===== src/rmss_pkg.sv =====
package rmss_pkg;

    // Internal duty resolution; the sample and the reported duty stay 8 bits.
    localparam int DUTY_BITS = 8;

    localparam int SAMPLE_BITS = 8;
    localparam int OUT_BITS    = 13;
    localparam int OUT_BYTES   = (OUT_BITS + 7) / 8;

    typedef logic [DUTY_BITS-1:0]   duty_t;
    typedef logic [SAMPLE_BITS-1:0] sample_t;

    typedef enum logic [1:0] {
        FUNC_TICK   = 2'd0,
        FUNC_SAMPLE = 2'd1,
        FUNC_BUTTON = 2'd2,
        FUNC_NONE   = 2'd3
    } func_t;

    typedef enum logic [1:0] {
        MODE_STOP_FWD = 2'd0,
        MODE_RUN_FWD  = 2'd1,
        MODE_STOP_REV = 2'd2,
        MODE_RUN_REV  = 2'd3
    } mode_t;

    // Knob sample to duty scale: the top DUTY_BITS bits of {sample, zeros}
    // give a left shift for wide duty and a right shift for narrow duty.
    function automatic duty_t scale_in(input sample_t s);
        logic [SAMPLE_BITS+DUTY_BITS-1:0] wide;
        wide = {s, {DUTY_BITS{1'b0}}};
        return wide[SAMPLE_BITS+DUTY_BITS-1 -: DUTY_BITS];
    endfunction

    // Duty back to 8 bits, same trick the other way round.
    function automatic sample_t scale_out(input duty_t d);
        logic [SAMPLE_BITS+DUTY_BITS-1:0] wide;
        wide = {d, {SAMPLE_BITS{1'b0}}};
        return wide[SAMPLE_BITS+DUTY_BITS-1 -: SAMPLE_BITS];
    endfunction

endpackage


===== src/reversing_motor_soft_start_core.sv =====
// Reversing motor controller with soft start, one event word in, one status word out.
// The status word for an event is registered and is on m_tdata in the cycle after the event is taken.
// Throughput: one event per cycle while m_tready is high; the state update and the output register share one edge.
// s_tready stays high while the output register is empty or being drained.
// Reset (rst_n low, asynchronous): stopped-forward, duty, target, sample and LED zero,
// bridge disabled and set forward, output register empty.
module reversing_motor_soft_start_core
(
    input  logic                                clk,
    input  logic                                rst_n,
    input  logic                                s_tvalid,
    output logic                                s_tready,
    input  logic [7:0]                          s_tdata,  // [7:0] speed_sample
    input  logic [1:0]                          s_tuser,  // [1:0] func
    output logic                                m_tvalid,
    input  logic                                m_tready,
    // [7:0] duty_out, [8] drive_enabled, [9] drive_reverse, [11:10] run_state,
    // [12] led_level, [15:13] zero
    output logic [rmss_pkg::OUT_BYTES*8-1:0]    m_tdata
);
    import rmss_pkg::*;

    // Controller state
    mode_t   mode_reg,     mode_next;
    duty_t   duty_reg,     duty_next;
    duty_t   target_reg,   target_next;
    duty_t   sample_reg,   sample_next;
    logic    led_reg,      led_next;
    logic    drive_en_reg, drive_en_next;
    logic    drive_rev_reg, drive_rev_next;

    // Output register
    logic                     m_valid_reg;
    logic [OUT_BYTES*8-1:0]   m_data_reg;

    logic    accept;
    func_t   func;
    logic    duty_zero;
    logic    stopped_next;

    assign func     = func_t'(s_tuser);
    assign s_tready = !m_valid_reg || m_tready;
    assign accept   = s_tvalid && s_tready;

    assign m_tvalid = m_valid_reg;
    assign m_tdata  = m_data_reg;

    assign duty_zero = (duty_reg == '0);

    // Event decode: one pass, result of the event computed from current state.
    always_comb
    begin
        mode_next      = mode_reg;
        duty_next      = duty_reg;
        target_next    = target_reg;
        sample_next    = sample_reg;
        led_next       = led_reg;
        drive_en_next  = drive_en_reg;
        drive_rev_next = drive_rev_reg;

        case (func)
            FUNC_TICK:
            begin
                // soft start / stop: one step towards the target
                if (target_reg > duty_reg)
                    duty_next = duty_reg + duty_t'(1);
                else if (target_reg < duty_reg)
                    duty_next = duty_reg - duty_t'(1);
            end
            FUNC_SAMPLE:
            begin
                sample_next = scale_in(sample_t'(s_tdata));
                if (mode_reg == MODE_RUN_FWD || mode_reg == MODE_RUN_REV)
                    target_next = sample_next;
            end
            FUNC_BUTTON:
            begin
                led_next = !led_reg;
                case (mode_reg)
                    MODE_STOP_FWD:
                    begin
                        // only restart once the ramp-down has finished
                        if (duty_zero)
                        begin
                            mode_next      = MODE_RUN_FWD;
                            drive_en_next  = 1'b1;
                            drive_rev_next = 1'b0;
                            target_next    = sample_reg;
                        end
                    end
                    MODE_STOP_REV:
                    begin
                        if (duty_zero)
                        begin
                            mode_next      = MODE_RUN_REV;
                            drive_en_next  = 1'b1;
                            drive_rev_next = 1'b1;
                            target_next    = sample_reg;
                        end
                    end
                    MODE_RUN_FWD:
                    begin
                        mode_next   = MODE_STOP_REV;
                        target_next = '0;
                    end
                    default:
                    begin
                        mode_next   = MODE_STOP_FWD;
                        target_next = '0;
                    end
                endcase
            end
            default:
            begin
                // unused event kind: report state unchanged
            end
        endcase

        // bridge off once stopped and fully ramped down; direction is kept
        stopped_next = (mode_next == MODE_STOP_FWD) || (mode_next == MODE_STOP_REV);
        if (duty_next == '0 && stopped_next)
            drive_en_next = 1'b0;
    end

    always_ff @(posedge clk or negedge rst_n)
    begin
        if (!rst_n)
        begin
            mode_reg      <= MODE_STOP_FWD;
            duty_reg      <= '0;
            target_reg    <= '0;
            sample_reg    <= '0;
            led_reg       <= 1'b0;
            drive_en_reg  <= 1'b0;
            drive_rev_reg <= 1'b0;
            m_valid_reg   <= 1'b0;
        end
        else
        begin
            if (accept)
            begin
                mode_reg      <= mode_next;
                duty_reg      <= duty_next;
                target_reg    <= target_next;
                sample_reg    <= sample_next;
                led_reg       <= led_next;
                drive_en_reg  <= drive_en_next;
                drive_rev_reg <= drive_rev_next;
                m_valid_reg   <= 1'b1;
            end
            else if (m_tready)
            begin
                m_valid_reg <= 1'b0;
            end
        end
    end

    // Status word, no reset needed
    always_ff @(posedge clk)
    begin
        if (accept)
            m_data_reg <= (OUT_BYTES*8)'({led_next, mode_next, drive_rev_next,
                                          drive_en_next, scale_out(duty_next)});
    end

    // Bridge must be off whenever stopped at zero duty
    a_off_when_idle: assert property (@(posedge clk) disable iff (!rst_n)
        (duty_reg == '0 && (mode_reg == MODE_STOP_FWD || mode_reg == MODE_STOP_REV))
        |-> !drive_en_reg)
        else $error("bridge enabled while stopped at zero duty");

    // Running implies the bridge is enabled
    a_on_when_run: assert property (@(posedge clk) disable iff (!rst_n)
        (mode_reg == MODE_RUN_FWD || mode_reg == MODE_RUN_REV) |-> drive_en_reg)
        else $error("running with bridge disabled");

    // Direction bit follows the run state while running
    a_dir_match: assert property (@(posedge clk) disable iff (!rst_n)
        (mode_reg == MODE_RUN_FWD && !drive_rev_reg)
        || (mode_reg == MODE_RUN_REV && drive_rev_reg)
        || mode_reg == MODE_STOP_FWD || mode_reg == MODE_STOP_REV)
        else $error("bridge direction disagrees with run state");

    // Soft start: duty never moves by more than one step per cycle
    a_duty_step: assert property (@(posedge clk) disable iff (!rst_n)
        1'b1 |=> (duty_reg == $past(duty_reg))
              || (duty_reg == $past(duty_reg) + duty_t'(1))
              || (duty_reg == $past(duty_reg) - duty_t'(1)))
        else $error("duty jumped by more than one step");

endmodule

===== config.mk =====
export PLATFORM = sky130hd
export DESIGN_NAME = reversing_motor_soft_start_core
export DESIGN_NICKNAME = d
export VERILOG_FILES = /design/src/rmss_pkg.sv /design/src/reversing_motor_soft_start_core.sv
export SDC_FILE = /design/constraint.sdc
export NUM_CORES = 1
export LEC_CHECK = 0
export ABC_CLOCK_PERIOD_IN_PS = 3500
export BUFFER_PORTS_ARGS = -buffer_cell sky130_fd_sc_hd__buf_2
export CAP_MARGIN = 20
export CORE_AREA = 2 2 82 68
export DETAILED_ROUTE_END_ITERATION = 6
export DIE_AREA = 0 0 84 70
export MAX_ROUTING_LAYER = met4
export PLACE_DENSITY_LB_ADDON = 0.1
export SETUP_SLACK_MARGIN = 0.02
export SYNTH_ARGS = -nofsm -noshare
export SYNTH_HDL_FRONTEND = slang
export SYNTH_SLANG_ARGS = --single-unit

===== constraint.sdc =====
create_clock -name clk -period 3.5 [get_ports clk]
set_input_delay 0.525 -clock clk [delete_from_list [all_inputs] [get_ports clk]]
set_output_delay 0.525 -clock clk [all_outputs]
set_load 0.01 [all_outputs]

## Word level (Yosys, flattened, before mapping)

Cells that the tools add are included.

| operators by class | value |
|---|---|
| muxes and demuxes | 22 |
| add/subtract/negate cells | 2 |
| reductions and logical operators | 17 |
| equal/unequal tests | 8 |
| magnitude comparators | 2 |

Operators with widths:

| operator | number |
|---|---|
| $mux 8 | 6 |
| $logic_not 8->1 | 2 |
| $pmux 8 s2 | 1 |
| $mux 1 | 10 |
| $add 8x1->8 const B | 1 |
| $eq 2x2->1 const B | 4 |
| $gt 8x8->1 | 1 |
| $lt 8x8->1 | 1 |
| $sub 8x1->8 const B | 1 |
| $logic_not 2->1 | 3 |
| $mux 2 | 3 |
| $pmux 2 s3 | 1 |
| $eq 2x1->1 const B | 2 |
| $reduce_and 4->1 | 1 |
| $reduce_bool 2->1 | 2 |
| $logic_or 1x1->1 | 3 |
| $ne 3x3->1 const B | 1 |
| $logic_and 1x1->1 | 2 |
| $logic_not 1->1 | 2 |
| $ne 2x2->1 const B | 1 |
| $pmux 1 s2 | 1 |
| $reduce_and 2->1 | 1 |
| $reduce_or 2->1 | 1 |

| word-level totals | value |
|---|---|
| bits in registers | 43 |
| output and inout bits | 18 |
| logic and storage cells | 60 |
| input port bits | 14 |

## Logic depth before layout (Yosys ltp)

| depth | value |
|---|---|
| depth after elaboration | 8 |
| mapped depth | 11 |
| gate-level depth less buffers | 10 |

## Least setup slack after synthesis

No wires, ideal clock.

| path | value |
|---|---|
| kind | flip-flop to flip-flop |
| start | register duty_reg[1] |
| end | register m_data_reg[8] (netlist: m_tdata[8]) (data pin) |
| path buffers | 0 |
| data required time | 3.231 ns |
| stages on the path, launching flop included | 11 |
| data arrival time | 2.260 ns |
| slack | 0.971 ns |
| period minus slack after synthesis | 2.529 ns |
| setup time | 0.269 ns |
| cells stage by stage | dfrtp_1 -> inv_1 -> ha_1 -> nor2b_1 -> o211ai_1 -> a211oi_1 -> a2111o_1 -> a221oi_2 -> xnor2_1 -> nor4_4 -> a31oi_1 |

| on the way | value |
|---|---|
| elaborated cells on any way between the ends | 21 |
| those cells by class | 2 x add/sub; 2 x order compare; 1 x eq/ne; 11 x mux; 5 x reduce/logical |

RTL lines:

| element | RTL line | source |
|---|---|---|
| start, declared | reversing_motor_soft_start_core.sv:25 | `duty_t duty_reg, duty_next;` |
| start signal, assigned | reversing_motor_soft_start_core.sv:143 | `duty_reg <= duty_next;` |
| $sub 8x1->8 / $lt 8x8->1 (equally long branches) | reversing_motor_soft_start_core.sv:68, reversing_motor_soft_start_core.sv:67 |  |
| $mux 8 | reversing_motor_soft_start_core.sv:67 | `else if (target_reg < duty_reg)` |
| $mux 8 (*) | reversing_motor_soft_start_core.sv:65 | `if (target_reg > duty_reg)` |
| $mux 8 (*) | reversing_motor_soft_start_core.sv:61 | `case (func)` |
| via duty_next[7] | reversing_motor_soft_start_core.sv:25 |  |
| $logic_not 8->1 (*) | reversing_motor_soft_start_core.sv:121 | `if (duty_next == '0 && stopped_next)` |
| $logic_and 1x1->1 (*) | reversing_motor_soft_start_core.sv:121 |  |
| $mux 1 (*) | reversing_motor_soft_start_core.sv:121 |  |
| via drive_en_next | reversing_motor_soft_start_core.sv:29 | `logic drive_en_reg, drive_en_next;` |
| end signal, assigned | reversing_motor_soft_start_core.sv:162 | `m_data_reg <= (OUT_BYTES*8)'({led_next, mode_next, drive_rev_next,` |
| end, declared | reversing_motor_soft_start_core.sv:34 | `logic [OUT_BYTES*8-1:0] m_data_reg;` |

Mark *: on every way through the listed nets, which the timed path passes. The rest lies on a longest branch.
A chain may end at the register's enable or synchronous reset.

## Final worst setup path

Same ends and word-level chain as after synthesis.

==> results.toml <==
[route]
routedWlPerCell_um = 14.28
vias_per_cell = 5.260
wl_um = 4499
drc = 0
ant_nets = 0
drtPass1Iterations = 4
vias = 1657
drt_iter0_markers = 78

[outcome]
status = "complete, no violations"

[die]
die_x_um = 84
start_util_pct = 44.77
core-area_um2 = 5195
design.die.area_um2 = 5880
ios = 32
die_h_um = 70
rows = 24

[synth]
synth_top_area_share_pct = 32.28
synth_top_cell_by_area = "dfrtp_1"
ys_ff_latch = 43
syn_avg_cell_area_um2 = 10.72
yosysSeqAreaShare_pct = 49.06
yosysWarnings = 0
synth_ff_type = "dfrtp_1"
synthTopCellsByArea = "dfrtp_1, edfxtp_1, ha_1"
syn-instance-count = 217
synth-edff-count = 13
netlist-cell-type-count = 42
async_flop_share_pct = 69.77
syn-cell-area_um2 = 2326

[power]
p_comb_share_pct = 40.4
internal-power_mw = 1.165
cellPowerDensity_nw_per_um2 = 718.5
finalPower_mw = 1.887
power_frac_seq_pct = 41.9
p_clk_share_pct = 17.6
swShare_pct = 38.29
worst_ir_drop_vdd_v = 0.0003035
cellLeakagePower_nw = 1.101
netSwitchingPower_mw = 0.7225

[placed_design]
hpwl_um = 3348
gp_congestion = 0.8977
portBuffers = 28
post_dp_cell_area_um2 = 2535

[clock_network]
cts_buffers = 5
htreeDepth = 2
cts_buffer_depth = 2
cts_setup_buffers = 0
clk_latency_ns = 0.30
hold_buffers = 0
clock-sinks = 43
cts_tree = "done"
root_buffer = "clkbuf_8"
clk_pin_slew_ns = 0.09
postCtsResizedCells = 0

[job]
maxCapViolCount = 0

[grt]
gr-total-overflow = 0
antenna_found_initial = 0
grt_pass1_wl_um = 7348
grt_pass1_vias = 1574
track_usage_pct = 16.35
grt_max_degree = 31

[sta]
max_slew_margin_pct = 52.75
setup_viol = 0
rsz0062_at_grt = "false"
fin_crit_sh_pct = 79.55
tightest_slew_ns = 0.7088
skew_ns = 0.007209
fin_tns_setup_ns = 0
finalCriticalPeriod_ns = 2.784
fmax_ghz = 0.3592
slew_violations = 0
fin_hold_ws_ns = 0.2750
final-hold-violation-count = 0

[setup_path]
critPathMaxFanout = 5
crit_path_top_delay_cell = "a2111o_1"
rrSetupSlack_ns = 0.72
crit_required_ns = 3.54
cp.arrival_ns = 2.82
slowest_delay_ns = 0.41
critPathCaptureType = "register"
setup.worst_path.class = "reg -> reg"
path_cells = "inv_1, ha_1, nor2b_1, o211ai_1, a211oi_1, a2111o_1, a221oi_2, xnor2_1, nor4_4, a31oi_1"
start_kind = "register"

[layout]
layout-drive-gt1-share_pct = 22.40
nets = 278
final_util_pct = 50.55
final_area_um2 = 2626
syn2layout_area_growth_pct = 12.91
antenna_cells = 0
largest_reg_flops = 13
n_fill_cell = 486

[min_path]
holdCritPathClass = "in -> async"
[critical path: cells and delay by family (launching register included)]
family,cells,cell delay (ns)
simple gates,2,0.31
buf+inv,1,0.12
flops,1,0.40
fa+ha+maj,1,0.32
xor+xnor,1,0.17
compound gates,5,1.22
[metal layers]
metal  routed length, um  share of wire (%)  GRT usage, %  up-vias
li1                    -                  -             -      831
met1                2274                 51         22.79      768
met2                1969                 44         23.73       52
met3                 205                4.6         3.783        6
met4                  51                1.1         5.376        0
met5                   0                  0             -        -
[worst paths after layout]
path,cells after the start,startpoint,to
worst min-delay path,1,rst_n,led_reg$_DFFE_PN0P_
min in group clk,2,s_tvalid,m_tvalid$_DFFE_PN0P_
worst min register to register,1,duty_reg[7]$_DFFE_PN0P_,duty_reg[7]$_DFFE_PN0P_
worst max-delay path,10,duty_reg[1]$_DFFE_PN0P_,m_tdata[8]$_DFFE_PP_
max in group asynchronous,1,rst_n,sample_reg[6]$_DFFE_PN0P_
worst max register to register,10,duty_reg[1]$_DFFE_PN0P_,m_tdata[8]$_DFFE_PP_
[kinds of logic after synthesis]
family                     after synthesis  share of synthesized area [%]
xor gates and xnor gates                16                          6.025
muxes                                   11                          5.325
DFF                                     43                          49.06
buffers and inverters                   21                          3.926
other                                    1                         0.1612
AOI/OAI and AO/OA                       46                          13.77
adders and majority gates               15                          8.069
and+or+nand+nor                         64                          13.66
[Yosys cell counts, drive strengths merged, types with 2 or more instances]
cell type,count
nand2,16
o211ai,2
xnor2,16
dfrtp,30
nor2,23
ha,15
a22oi,8
a221oi,3
nor2b,2
nand4,4
nor3,7
nand3,2
a21oi,15
edfxtp,13
o21ai,6
buf,4
mux2,11
o21a,2
inv,13
clkbuf,4
nand2b,5
[per-stage QoR]
stage                     worst slack [ns]  cells
after floorplan                     0.9705    219
after global placement              0.7171    307
after detailed placement            0.7062    307
after CTS                           0.6910    315
after global routing                0.3987    315
final                               0.7157    315
[power groups by stage]
stage,combinational (mW),sequential (mW),clock [mW]
floorplan,0.582,0.786,0
global placement,0.760,0.798,0
detailed placement,0.760,0.803,0
CTS,0.763,0.793,0.339
global route,0.859,0.813,0.359
finish,0.763,0.791,0.333
[placed cells by master, fill, tap and decap left out, types with 5 or more instances in the layout]
| cell | n |
|---|---|
| mux2_2 | 11 |
| nor2_1 | 23 |
| a22oi_1 | 8 |
| inv_1 | 12 |
| nand2_1 | 16 |
| nand2b_1 | 5 |
| buf_2 | 28 |
| dfrtp_1 | 30 |
| nor3_1 | 7 |
| ha_1 | 15 |
| edfxtp_1 | 13 |
| clkbuf_8 | 6 |
| a21oi_1 | 15 |
| xnor2_1 | 16 |
[final cells by class]
| cell class | count | area (um^2) | area share (%) |
|---|---|---|---|
| well taps | 65 | 81.33 | 3.097 |
| inverters | 13 | 48.80 | 1.858 |
| flip-flops and latches | 43 | 1141 | 43.45 |
| repair buffers | 31 | 162.7 | 6.193 |
| multi-input cells | 155 | 1101 | 41.92 |
| clock inverters | 1 | 5.005 | 0.1906 |
| clock buffers | 7 | 86.33 | 3.287 |
Note: power is estimated with default switching activity, not from simulation.
